==> src/design/bptc_pkg.sv <==
package bptc_pkg;

  // Sequencer states of the compensation engine.
  typedef enum logic [3:0] {
    ST_IDLE,
    ST_TMUL,
    ST_TFIN,
    ST_OMUL,
    ST_SMUL,
    ST_SENS,
    ST_LMUL,
    ST_HMUL,
    ST_ACC,
    ST_SUB,
    ST_PFIN,
    ST_OUT
  } state_e;

  // Configuration register indexes.
  localparam logic [7:0] REG_SENS       = 8'd0;
  localparam logic [7:0] REG_OFFSET     = 8'd1;
  localparam logic [7:0] REG_SENS_TC    = 8'd2;
  localparam logic [7:0] REG_OFFSET_TC  = 8'd3;
  localparam logic [7:0] REG_REF_TEMP   = 8'd4;
  localparam logic [7:0] REG_TEMP_SENS  = 8'd5;

  // Sample kinds.
  localparam logic KIND_TEMP = 1'b0;
  localparam logic KIND_PRES = 1'b1;

  // Field widths.
  localparam int COEF_W = 16;
  localparam int RAW_W  = 24;
  localparam int DT_W   = 25;
  localparam int TEMP_W = 18;
  localparam int PRES_W = 23;

  // Shared multiplier operand and product widths.
  localparam int MUL_A_W = 25;
  localparam int MUL_B_W = 18;
  localparam int PROD_W  = MUL_A_W + MUL_B_W;

  // Intermediate widths.
  localparam int OFF_W  = 35;
  localparam int SENS_W = 34;
  localparam int ACC_W  = 60;

  // Constants of the compensation formulas.
  localparam int TEMP_BIAS = 64000;
  localparam int TEMP_MIN  = -131072;
  localparam int TEMP_MAX  = 131071;
  localparam int PRES_MIN  = -4194304;
  localparam int PRES_MAX  = 4194303;

endpackage

==> src/design/baro_pressure_temp_compensation_top.sv <==
// Barometer first-order compensation engine.
// Input channel: in_valid_i / in_stall_o carry one item, a sample kind
// (0 = temperature conversion, 1 = pressure conversion) and a 24-bit raw value.
// Output channel: out_valid_o / out_stall_i carry one result per item: the last
// published pressure and temperature plus fresh and ignored flags.
// Coefficients C1..C6 are written through cfg_valid_i / cfg_ready_o with a
// register index and 16-bit data; the port is always ready.
// Each item runs through a small sequencer around one shared 25x18 signed
// multiplier. A temperature item passes ST_TMUL and ST_TFIN; a pressure item
// passes ST_OMUL, ST_SMUL, ST_SENS, ST_LMUL, ST_HMUL, ST_ACC, ST_SUB, ST_PFIN;
// a pressure item with no pending temperature goes straight to ST_OUT. The
// next item is accepted once the previous result has been moved into the
// output register, so one item is in work at a time; the multiplier steps of
// the pressure formula make its path the longest.
// When the receiver stalls, the result waits in the output register and the
// engine holds its finished result until that register frees up.
// Reset clears the coefficients, the calibration state and the output valid.
module baro_pressure_temp_compensation_top
  import bptc_pkg::*;
(
  input  logic                     clk_i,
  input  logic                     rst_ni,
  input  logic                     in_valid_i,
  output logic                     in_stall_o,
  input  logic                     sample_kind_i,
  input  logic [RAW_W-1:0]         raw_value_i,
  output logic                     out_valid_o,
  input  logic                     out_stall_i,
  output logic signed [PRES_W-1:0] pressure_pa_o,
  output logic signed [TEMP_W-1:0] temperature_centi_o,
  output logic                     fresh_o,
  output logic                     ignored_o,
  input  logic                     cfg_valid_i,
  output logic                     cfg_ready_o,
  input  logic [7:0]               cfg_index_i,
  input  logic [COEF_W-1:0]        cfg_data_i
);

  state_e state_q, state_d;

  // Coefficient registers.
  logic [COEF_W-1:0] c1_q, c2_q, c3_q, c4_q, c5_q, c6_q;

  // Calibration state.
  logic signed [DT_W-1:0]   delta_temp_q;
  logic signed [TEMP_W-1:0] pending_temp_q, pending_temp_d;
  logic                     temp_pending_q;
  logic signed [PRES_W-1:0] pub_pres_q, pub_pres_d;
  logic signed [TEMP_W-1:0] pub_temp_q;

  // Working registers.
  logic [RAW_W-1:0]         raw_q;
  logic                     fresh_q, ignored_q;
  logic signed [PROD_W-1:0] prod_q, prod_d;
  logic signed [OFF_W-1:0]  off_q, off_d;
  logic signed [SENS_W-1:0] sens_q, sens_d;
  logic signed [ACC_W-1:0]  acc_q, acc_full_d, acc_diff_d;

  // Output register.
  logic                     out_valid_q;
  logic signed [PRES_W-1:0] out_pres_q;
  logic signed [TEMP_W-1:0] out_temp_q;
  logic                     out_fresh_q, out_ignored_q;

  // Control.
  logic                      in_accept;
  logic                      out_free;
  logic                      out_load;
  logic signed [MUL_A_W-1:0] mul_a;
  logic signed [MUL_B_W-1:0] mul_b;

  // Temperature finishing arithmetic.
  logic signed [25:0] t_sum, t_adj, t_div;
  // Pressure finishing arithmetic.
  logic signed [29:0] p_y, p_adj, p_div;

  assign cfg_ready_o = 1'b1;
  assign in_accept   = in_valid_i && !in_stall_o;
  assign out_free    = !out_valid_q || !out_stall_i;

  // Next-state logic of the sequencer.
  always_comb begin
    state_d = state_q;
    case (state_q)
      ST_IDLE: begin
        if (in_valid_i) begin
          if (sample_kind_i == KIND_TEMP) begin
            state_d = ST_TMUL;
          end else if (temp_pending_q) begin
            state_d = ST_OMUL;
          end else begin
            state_d = ST_OUT;
          end
        end
      end
      ST_TMUL: state_d = ST_TFIN;
      ST_TFIN: state_d = ST_OUT;
      ST_OMUL: state_d = ST_SMUL;
      ST_SMUL: state_d = ST_SENS;
      ST_SENS: state_d = ST_LMUL;
      ST_LMUL: state_d = ST_HMUL;
      ST_HMUL: state_d = ST_ACC;
      ST_ACC:  state_d = ST_SUB;
      ST_SUB:  state_d = ST_PFIN;
      ST_PFIN: state_d = ST_OUT;
      ST_OUT: begin
        if (out_free) begin
          state_d = ST_IDLE;
        end
      end
      default: state_d = ST_IDLE;
    endcase
  end

  // Output logic of the sequencer: handshake and multiplier operand select.
  always_comb begin
    in_stall_o = (state_q != ST_IDLE);
    out_load   = (state_q == ST_OUT) && out_free;
    mul_a      = delta_temp_q;
    mul_b      = {2'b00, c6_q};
    case (state_q)
      ST_TMUL: begin
        mul_a = delta_temp_q;
        mul_b = {2'b00, c6_q};
      end
      ST_OMUL: begin
        mul_a = delta_temp_q;
        mul_b = {2'b00, c4_q};
      end
      ST_SMUL: begin
        mul_a = delta_temp_q;
        mul_b = {2'b00, c3_q};
      end
      ST_LMUL: begin
        mul_a = {1'b0, raw_q};
        mul_b = {1'b0, sens_q[16:0]};
      end
      ST_HMUL: begin
        mul_a = {1'b0, raw_q};
        mul_b = {sens_q[SENS_W-1], sens_q[SENS_W-1:17]};
      end
      default: begin
        mul_a = delta_temp_q;
        mul_b = {2'b00, c6_q};
      end
    endcase
  end

  // Shared multiplier, registered every cycle.
  assign prod_d = mul_a * mul_b;

  // OFF and SENS from the products with dT.
  assign off_d  = $signed({3'b000, c2_q, 16'h0000}) + OFF_W'(prod_q >>> 7);
  assign sens_d = $signed({3'b000, c1_q, 15'h0000}) + SENS_W'(prod_q >>> 8);

  // Wide product of raw and SENS from its high and low partial products, then scaled down and OFF subtracted.
  assign acc_full_d = (ACC_W'(prod_q) <<< 17) + acc_q;
  assign acc_diff_d = ACC_W'(acc_q >>> 21) - ACC_W'(off_q);

  // Temperature: bias, divide by 32 toward zero, saturate.
  always_comb begin
    t_sum = 26'(prod_q >>> 18) + 26'(TEMP_BIAS);
    t_adj = t_sum + (t_sum[25] ? 26'sd31 : 26'sd0);
    t_div = t_adj >>> 5;
    if (t_div < 26'(TEMP_MIN)) begin
      pending_temp_d = TEMP_W'(TEMP_MIN);
    end else if (t_div > 26'(TEMP_MAX)) begin
      pending_temp_d = TEMP_W'(TEMP_MAX);
    end else begin
      pending_temp_d = TEMP_W'(t_div);
    end
  end

  // Pressure: drop ten bits, divide by 32 toward zero, saturate.
  always_comb begin
    p_y   = 30'(acc_q >>> 10);
    p_adj = p_y + (p_y[29] ? 30'sd31 : 30'sd0);
    p_div = p_adj >>> 5;
    if (p_div < 30'(PRES_MIN)) begin
      pub_pres_d = PRES_W'(PRES_MIN);
    end else if (p_div > 30'(PRES_MAX)) begin
      pub_pres_d = PRES_W'(PRES_MAX);
    end else begin
      pub_pres_d = PRES_W'(p_div);
    end
  end

  // Sequencer state, coefficients, calibration state and output valid.
  always_ff @(posedge clk_i or negedge rst_ni) begin
    if (!rst_ni) begin
      state_q        <= ST_IDLE;
      c1_q           <= '0;
      c2_q           <= '0;
      c3_q           <= '0;
      c4_q           <= '0;
      c5_q           <= '0;
      c6_q           <= '0;
      delta_temp_q   <= '0;
      pending_temp_q <= '0;
      temp_pending_q <= 1'b0;
      pub_pres_q     <= '0;
      pub_temp_q     <= '0;
      out_valid_q    <= 1'b0;
    end else begin
      state_q <= state_d;
      if (cfg_valid_i && cfg_ready_o) begin
        case (cfg_index_i)
          REG_SENS:      c1_q <= cfg_data_i;
          REG_OFFSET:    c2_q <= cfg_data_i;
          REG_SENS_TC:   c3_q <= cfg_data_i;
          REG_OFFSET_TC: c4_q <= cfg_data_i;
          REG_REF_TEMP:  c5_q <= cfg_data_i;
          REG_TEMP_SENS: c6_q <= cfg_data_i;
          default: ;
        endcase
      end
      if (in_accept && sample_kind_i == KIND_TEMP) begin
        delta_temp_q <= $signed({1'b0, raw_value_i}) - $signed({1'b0, c5_q, 8'h00});
      end
      if (state_q == ST_TFIN) begin
        pending_temp_q <= pending_temp_d;
        temp_pending_q <= 1'b1;
      end
      if (state_q == ST_PFIN) begin
        pub_pres_q     <= pub_pres_d;
        pub_temp_q     <= pending_temp_q;
        temp_pending_q <= 1'b0;
      end
      if (out_load) begin
        out_valid_q <= 1'b1;
      end else if (!out_stall_i) begin
        out_valid_q <= 1'b0;
      end
    end
  end

  // Working and output payload registers.
  always_ff @(posedge clk_i) begin
    prod_q <= prod_d;
    if (in_accept) begin
      raw_q     <= raw_value_i;
      fresh_q   <= (sample_kind_i == KIND_PRES) && temp_pending_q;
      ignored_q <= (sample_kind_i == KIND_PRES) && !temp_pending_q;
    end
    if (state_q == ST_SMUL) begin
      off_q <= off_d;
    end
    if (state_q == ST_SENS) begin
      sens_q <= sens_d;
    end
    if (state_q == ST_HMUL) begin
      acc_q <= ACC_W'(prod_q);
    end else if (state_q == ST_ACC) begin
      acc_q <= acc_full_d;
    end else if (state_q == ST_SUB) begin
      acc_q <= acc_diff_d;
    end
    if (out_load) begin
      out_pres_q    <= pub_pres_q;
      out_temp_q    <= pub_temp_q;
      out_fresh_q   <= fresh_q;
      out_ignored_q <= ignored_q;
    end
  end

  assign out_valid_o         = out_valid_q;
  assign pressure_pa_o       = out_pres_q;
  assign temperature_centi_o = out_temp_q;
  assign fresh_o             = out_fresh_q;
  assign ignored_o           = out_ignored_q;

endmodule
==> config.mk <==
export PLATFORM = sky130hd
export DESIGN_NAME = baro_pressure_temp_compensation_top
export DESIGN_NICKNAME = d
export VERILOG_FILES = /design/src/design/bptc_pkg.sv /design/src/design/baro_pressure_temp_compensation_top.sv
export SDC_FILE = /design/constraint.sdc
export NUM_CORES = 2
export LEC_CHECK = 0
export BUFFER_PORTS_ARGS = -buffer_cell sky130_fd_sc_hd__buf_2
export CAP_MARGIN = 5
export CORE_MARGIN = 2
export CORE_UTILIZATION = 45
export DETAILED_ROUTE_END_ITERATION = 6
export MAX_ROUTING_LAYER = met4
export PLACE_DENSITY = 0.61
export SETUP_SLACK_MARGIN = 0.05
export SYNTH_ARGS = -nofsm -noshare
export SYNTH_HDL_FRONTEND = slang
export SYNTH_SLANG_ARGS = --single-unit
==> constraint.sdc <==
create_clock -name clk_i -period 8.5 [get_ports clk_i]
set_clock_uncertainty 0.1 [all_clocks]
set_input_delay 1.7 -clock clk_i [delete_from_list [all_inputs] [get_ports clk_i]]
set_output_delay 1.7 -clock clk_i [all_outputs]
set_load 0.01 [all_outputs]
Word level (Yosys, flattened, before mapping)
Cells that the tools add are included.

$add $sub $neg: 8. Multipliers: 1. Divide/modulo/power cells: 0. Magnitude comparators: 4. Equal/unequal tests: 19. Shift-type cells: 0. Multiplexer cells: 20. Bitwise gates (word level): 1. Reduce and logical (&&, ||, !) cells: 24.

Operators by type and width (number): 2-to-1 mux 60 bit (3); one-hot mux 18 bit (4 select lines) (1); adder 60 bit (1); 2-to-1 mux 23 bit (2); one-hot mux 4 bit (11 select lines) (1); multiplier 25 x 18 -> 43 bit (1); subtractor 39 x 35 -> 40 bit (1); 2-to-1 mux 18 bit (2); adder 33 x 35 -> 35 bit (1); adder 32 x 34 -> 34 bit (1); adder 30 x 6 -> 30 bit (1); adder 25 x 17 -> 26 bit (second input constant) (1); adder 26 x 6 -> 26 bit (1); greater-than comparator 25 x 23 -> 1 bit (second input constant) (1); < comparator 25 x 23 -> 1 bit (second input constant) (1); 2-to-1 mux 25 bit (1); subtractor 24 x 24 -> 25 bit (1); greater-than comparator 21 x 18 -> 1 bit (second input constant) (1); < comparator 21 x 18 -> 1 bit (second input constant) (1); == test 4 x 3 -> 1 bit (second input constant) (4); == test 4 bit (second input constant) (4); == test 8 x 2 -> 1 bit (second input constant) (2); == test 8 x 3 -> 1 bit (second input constant) (2); 2-to-1 mux 4 bit (4); 18 further kinds (38).

Flip-flop bits (word level): 427. Bits in latches: 0. Memory bits (writable): 0. Memory bits (read-only): 0. Input port bits: 54. Output and inout port bits: 46. Logic and storage cells: 101. Memories: 0.

Longest topological paths before layout
Depth after elaboration: 6. Depth in mapped cells: 31.

Worst setup path before layout
OpenSTA, ideal clock, no wires.

Kind: register to register. Start point: register state_q[3]. End point: register prod_q[42]. Arrival: 8.319 ns. Required time: 8.314 ns. Path slack: -0.004 ns. Stages on the path, launching flop included: 29. Path buffers: 2. Clock period less this slack: 8.504 ns. Cell sequence: dfrtp_1 nand2b_1 nor3_1 clkbuf_1 a22oi_1 nand2_1 a221o_1 clkbuf_1 nand2_1 fa_1 fa_1 fa_1 fa_1 inv_1 fa_1 inv_1 fa_1 inv_1 ha_1 o21ai_0 nor2_1 a311o_1 o21ai_0 a21oi_1 o211ai_1 a31oi_1 o211ai_1 nand2_1 a211oi_1.

Cells in the longest elaborated chain, start to end: 4.

Ends and longest elaborated chain: start, declared (RTL line baro_pressure_temp_compensation_top.sv:39) `state_e state_q, state_d;`; start signal, assigned (RTL line baro_pressure_temp_compensation_top.sv:205) `state_q <= state_d;`; == test 4 x 3 -> 1 bit (RTL line baro_pressure_temp_compensation_top.sv:121) `case (state_q)`; OR reduction 2 bit (no line); 2-to-1 mux 25 bit (RTL line baro_pressure_temp_compensation_top.sv:121); multiplier 25 x 18 -> 43 bit (*) (RTL line baro_pressure_temp_compensation_top.sv:150) `assign prod_d = mul_a * mul_b;`; net prod_d[42] (RTL line baro_pressure_temp_compensation_top.sv:54) `logic signed [PROD_W-1:0] prod_q, prod_d;`; end signal, assigned (RTL line baro_pressure_temp_compensation_top.sv:239) `prod_q <= prod_d;`; end, declared (RTL line baro_pressure_temp_compensation_top.sv:54).

The timed path passes the listed nets; every way through them passes the cells marked *. A chain may end at the register's enable or synchronous reset.

Final worst setup path
Start point: register state_q[1]. End point: register prod_q[42].

The elaborated chain is that of the path after synthesis.

==> reports/qor.yml <==
critical_path:
  critical_path.most_common_cell: "fa_1"
  worst-path-buf-inv: 8
  critPathMaxFanout: 16
  critPathTopFamily: "adder cells"
  worstSetupPathType: "reg2reg"
  start_kind: "flip-flop"
  crit_slowest_cell: "fa_1"
  critPathRequiredTime_ns: 8.92
  endpoint_kind: "flip-flop"
  critical-path-max-stage-delay_ns: 0.58
  cp.arrival_ns: 8.55
global_routing:
  grt_max_degree: 103
  grt_pass1_vias: 28291
  grt_usage: 0.271
  overflow: 0
  grt_pass1_wl_um: 172000
  antenna_found_initial: 3
yosys:
  ys.flop_type: "edfxtp_1"
  synth_cell_types: 92
  syn_area_mm2: 0.0380
  ys_async_sr_fraction: 0.446
  synth_edf_count: 188
  synth_area_per_cell_um2: 9.90
  syn_inst: 3833
  ys_seq_elements: 417
  yosysWarnings: 0
  seq_area_frac_synth: 0.294
cts:
  cts_buffers: 50
  ctsHoldBuffers: 0
  cts-root-buf: "clkbuf_16"
  cts_buffer_depth: 3
  cts.sinks: 417
  clk_latency_ns: 0.64
  clk_pin_slew_ns: 0.06
  cts_max_level: 2
  cts_tree: "built"
timing:
  tightest_slew_ns: 1.26
  fmax_mhz: 123
  finalHoldViolCount: 0
  fin_setup_tns_ns: 0
  finalSetupViolCount: 0
  layout_min_cycle_time_ns: 8.13
  finalCritPeriodShare: 0.956
  whs_ns: 0.334
  rsz0062_at_grt: "yes"
  relSlewSlack: 0.160
  slew_violations: 0
power_and_ir_drop:
  p_leak_nw: 20.1
  ir_worst_vdd_mv: 0.184
  total_power_mw: 14.3
  powerDensity_mw_per_mm2: 339
flow_run:
  drv_cap: 0
cells_and_area:
  drive_gt1_frac: 0.128
  final_core_util: 0.505
  areaGrowthSynthToFinish_pct: 11.2
  final_area_mm2: 0.0422
  final_nets: 4737
drt:
  route.detailed.drc: 0
  viasPerCell: 5.51
  routedWlPerCell_um: 21.7
  dr.pass1.iters: 6
  initialDrtViolationCount: 2185
  ant_nets: 0
  wirelength_um: 111000
  vias: 28216
worst_hold_path:
  hold_path.class: "reg2reg"
floorplanning:
  die_h_um: 294
  die_w_um: 294
  start_util: 0.454
  core_mm2: 0.0836
  die_area_mm2: 0.0867
  ios: 100
  rows: 106
place:
  place_congestion: 0.935
  io_buffers: 98
  hpwlAfterDp_um: 87100
  place_area_mm2: 0.0404
status:
  status: "finished clean"
[per-stage QoR]
| stage | cells | setup WS [ns] |
|---|---|---|
| global route | 5117 | 0.0180 |
| CTS | 5114 | 0.355 |
| finish | 5117 | 0.371 |
| detailed placement | 5020 | 0.403 |
| global placement | 5020 | 0.504 |
| floorplan | 3834 | 0.603 |
[registers in the layout, indices dropped and copies added (netlist names), 23 cells and up]
signal and flops:
acc_q 50, prod_q 43, off_q 35, sens_q 34
delta_temp_q 25, raw_q 24, pressure_pa_o 23, pub_pres_q 23
[cell usage after synthesis (all sizes together), types with 22 or more instances]
library cell / count / area, µm²
a22oi: 22 / 165
nor2b: 22 / 138
inv: 601 / 2260
a211oi: 22 / 165
nand2: 400 / 1500
clkbuf: 100 / 377
mux2: 129 / 1450
a22o: 23 / 201
dfxtp: 43 / 861
a21o: 63 / 473
nor2: 388 / 1480
nor3: 37 / 185
a31oi: 24 / 150
nand2b: 38 / 238
nand3: 51 / 255
xnor2: 130 / 1140
edfxtp: 188 / 5650
ha: 245 / 3070
xor2: 50 / 438
o21ai: 167 / 877
a21oi: 132 / 664
dfrtp: 186 / 4650
fa: 445 / 8910
mux2i: 26 / 260
[metal layers]
layer | share of wire | global-route usage | vias to the layer above
met1 | 0.46 | 0.393 | 14075
met2 | 0.44 | 0.400 | 1044
met4 | 0.025 | 0.0652 | 0
met5 | 0 | - | -
li1 | - | - | 12951
met3 | 0.078 | 0.0433 | 146
[path summary, 6_finish.rpt]
| check | start | to | slack (ns) | cells past startpoint |
|---|---|---|---|---|
| min in group asynchronous | rst_ni | pub_temp_q[15]$_DFFE_PN0P_ | 1.05 | 1 |
| worst max-delay path | state_q[1]$_DFFE_PN0P_ | prod_q[42]$_DFF_P_ | 0.37 | 30 |
| worst max register to register | state_q[1]$_DFFE_PN0P_ | prod_q[42]$_DFF_P_ | 0.37 | 30 |
| worst min register to register | ignored_q$_DFFE_PP_ | ignored_o$_DFFE_PP_ | 0.33 | 0 |
| max in group asynchronous | rst_ni | delta_temp_q[23]$_DFFE_PN0P_ | 5.92 | 2 |
| worst min-delay path | ignored_q$_DFFE_PP_ | ignored_o$_DFFE_PP_ | 0.33 | 0 |
[cell usage in the layout, fill, tap and decap left out, types with 23 or more instances in the layout]
cell / netlist / layout
ha_1: 245 / 245
nor3_1: 37 / 33
xnor2_1: 130 / 130
edfxtp_1: 188 / 188
a21o_1: 63 / 63
nand2_1: 399 / 398
dfrtp_1: 186 / 186
mux2_2: 128 / 128
a31oi_1: 24 / 24
buf_4: 3 / 117
nand2b_1: 38 / 37
dfxtp_1: 43 / 43
a21oi_1: 131 / 131
xor2_1: 50 / 50
mux2i_1: 26 / 26
buf_2: 3 / 97
nor2_1: 378 / 375
clkbuf_16: 0 / 55
inv_1: 601 / 601
o21ai_0: 154 / 152
nand3_1: 51 / 51
a22o_1: 23 / 23
fa_1: 445 / 445
[worst reg2reg max path, delay by kind of cell (launching register included)]
kind	cells	cell delay, ns
simple gates	6	0.81
buf+inv	8	1.18
fa+ha+maj	7	3.45
compound gates	9	2.02
flops	1	0.45
[cells by family after synthesis]
family	Yosys count	share of synthesized area
other	1	0.0000988
buffers and inverters	716	0.0718
multiplexers	155	0.0451
adder cells (fa/ha/maj)	690	0.315
AND/OR/NAND/NOR	1061	0.124
flip-flops	417	0.294
AO/OA/AOI/OAI	613	0.108
XOR/XNOR	180	0.0415
[power breakdown]
group / leakage (nW) / internal, mW / switching (mW)
sequential: 4.44 / 2.88 / 0.508
clock: 0.863 / 1.31 / 0.953
combinational: 14.8 / 3.32 / 5.35
total: 20.1 / 7.51 / 6.81
[repair_timing]
action | CTS | global route
gates resized for setup | 0 | 6
setup buffers | 0 | 1
hold endpoints to repair | 0 | 0
setup endpoints to repair | 0 | 7
[final cells by class]
| class | count | area [µm²] |
|---|---|---|
| antenna | 2 | 5.00 |
| multi-input combinational | 2701 | 24200 |
| sequential | 417 | 11200 |
| timing repair buffer | 221 | 1490 |
| clock inverter | 20 | 246 |
| clock buffer | 74 | 1510 |
| fill | 7669 | 41300 |
| inverter | 602 | 2260 |
| tap | 1080 | 1350 |
(Power assumes the default switching activity.)
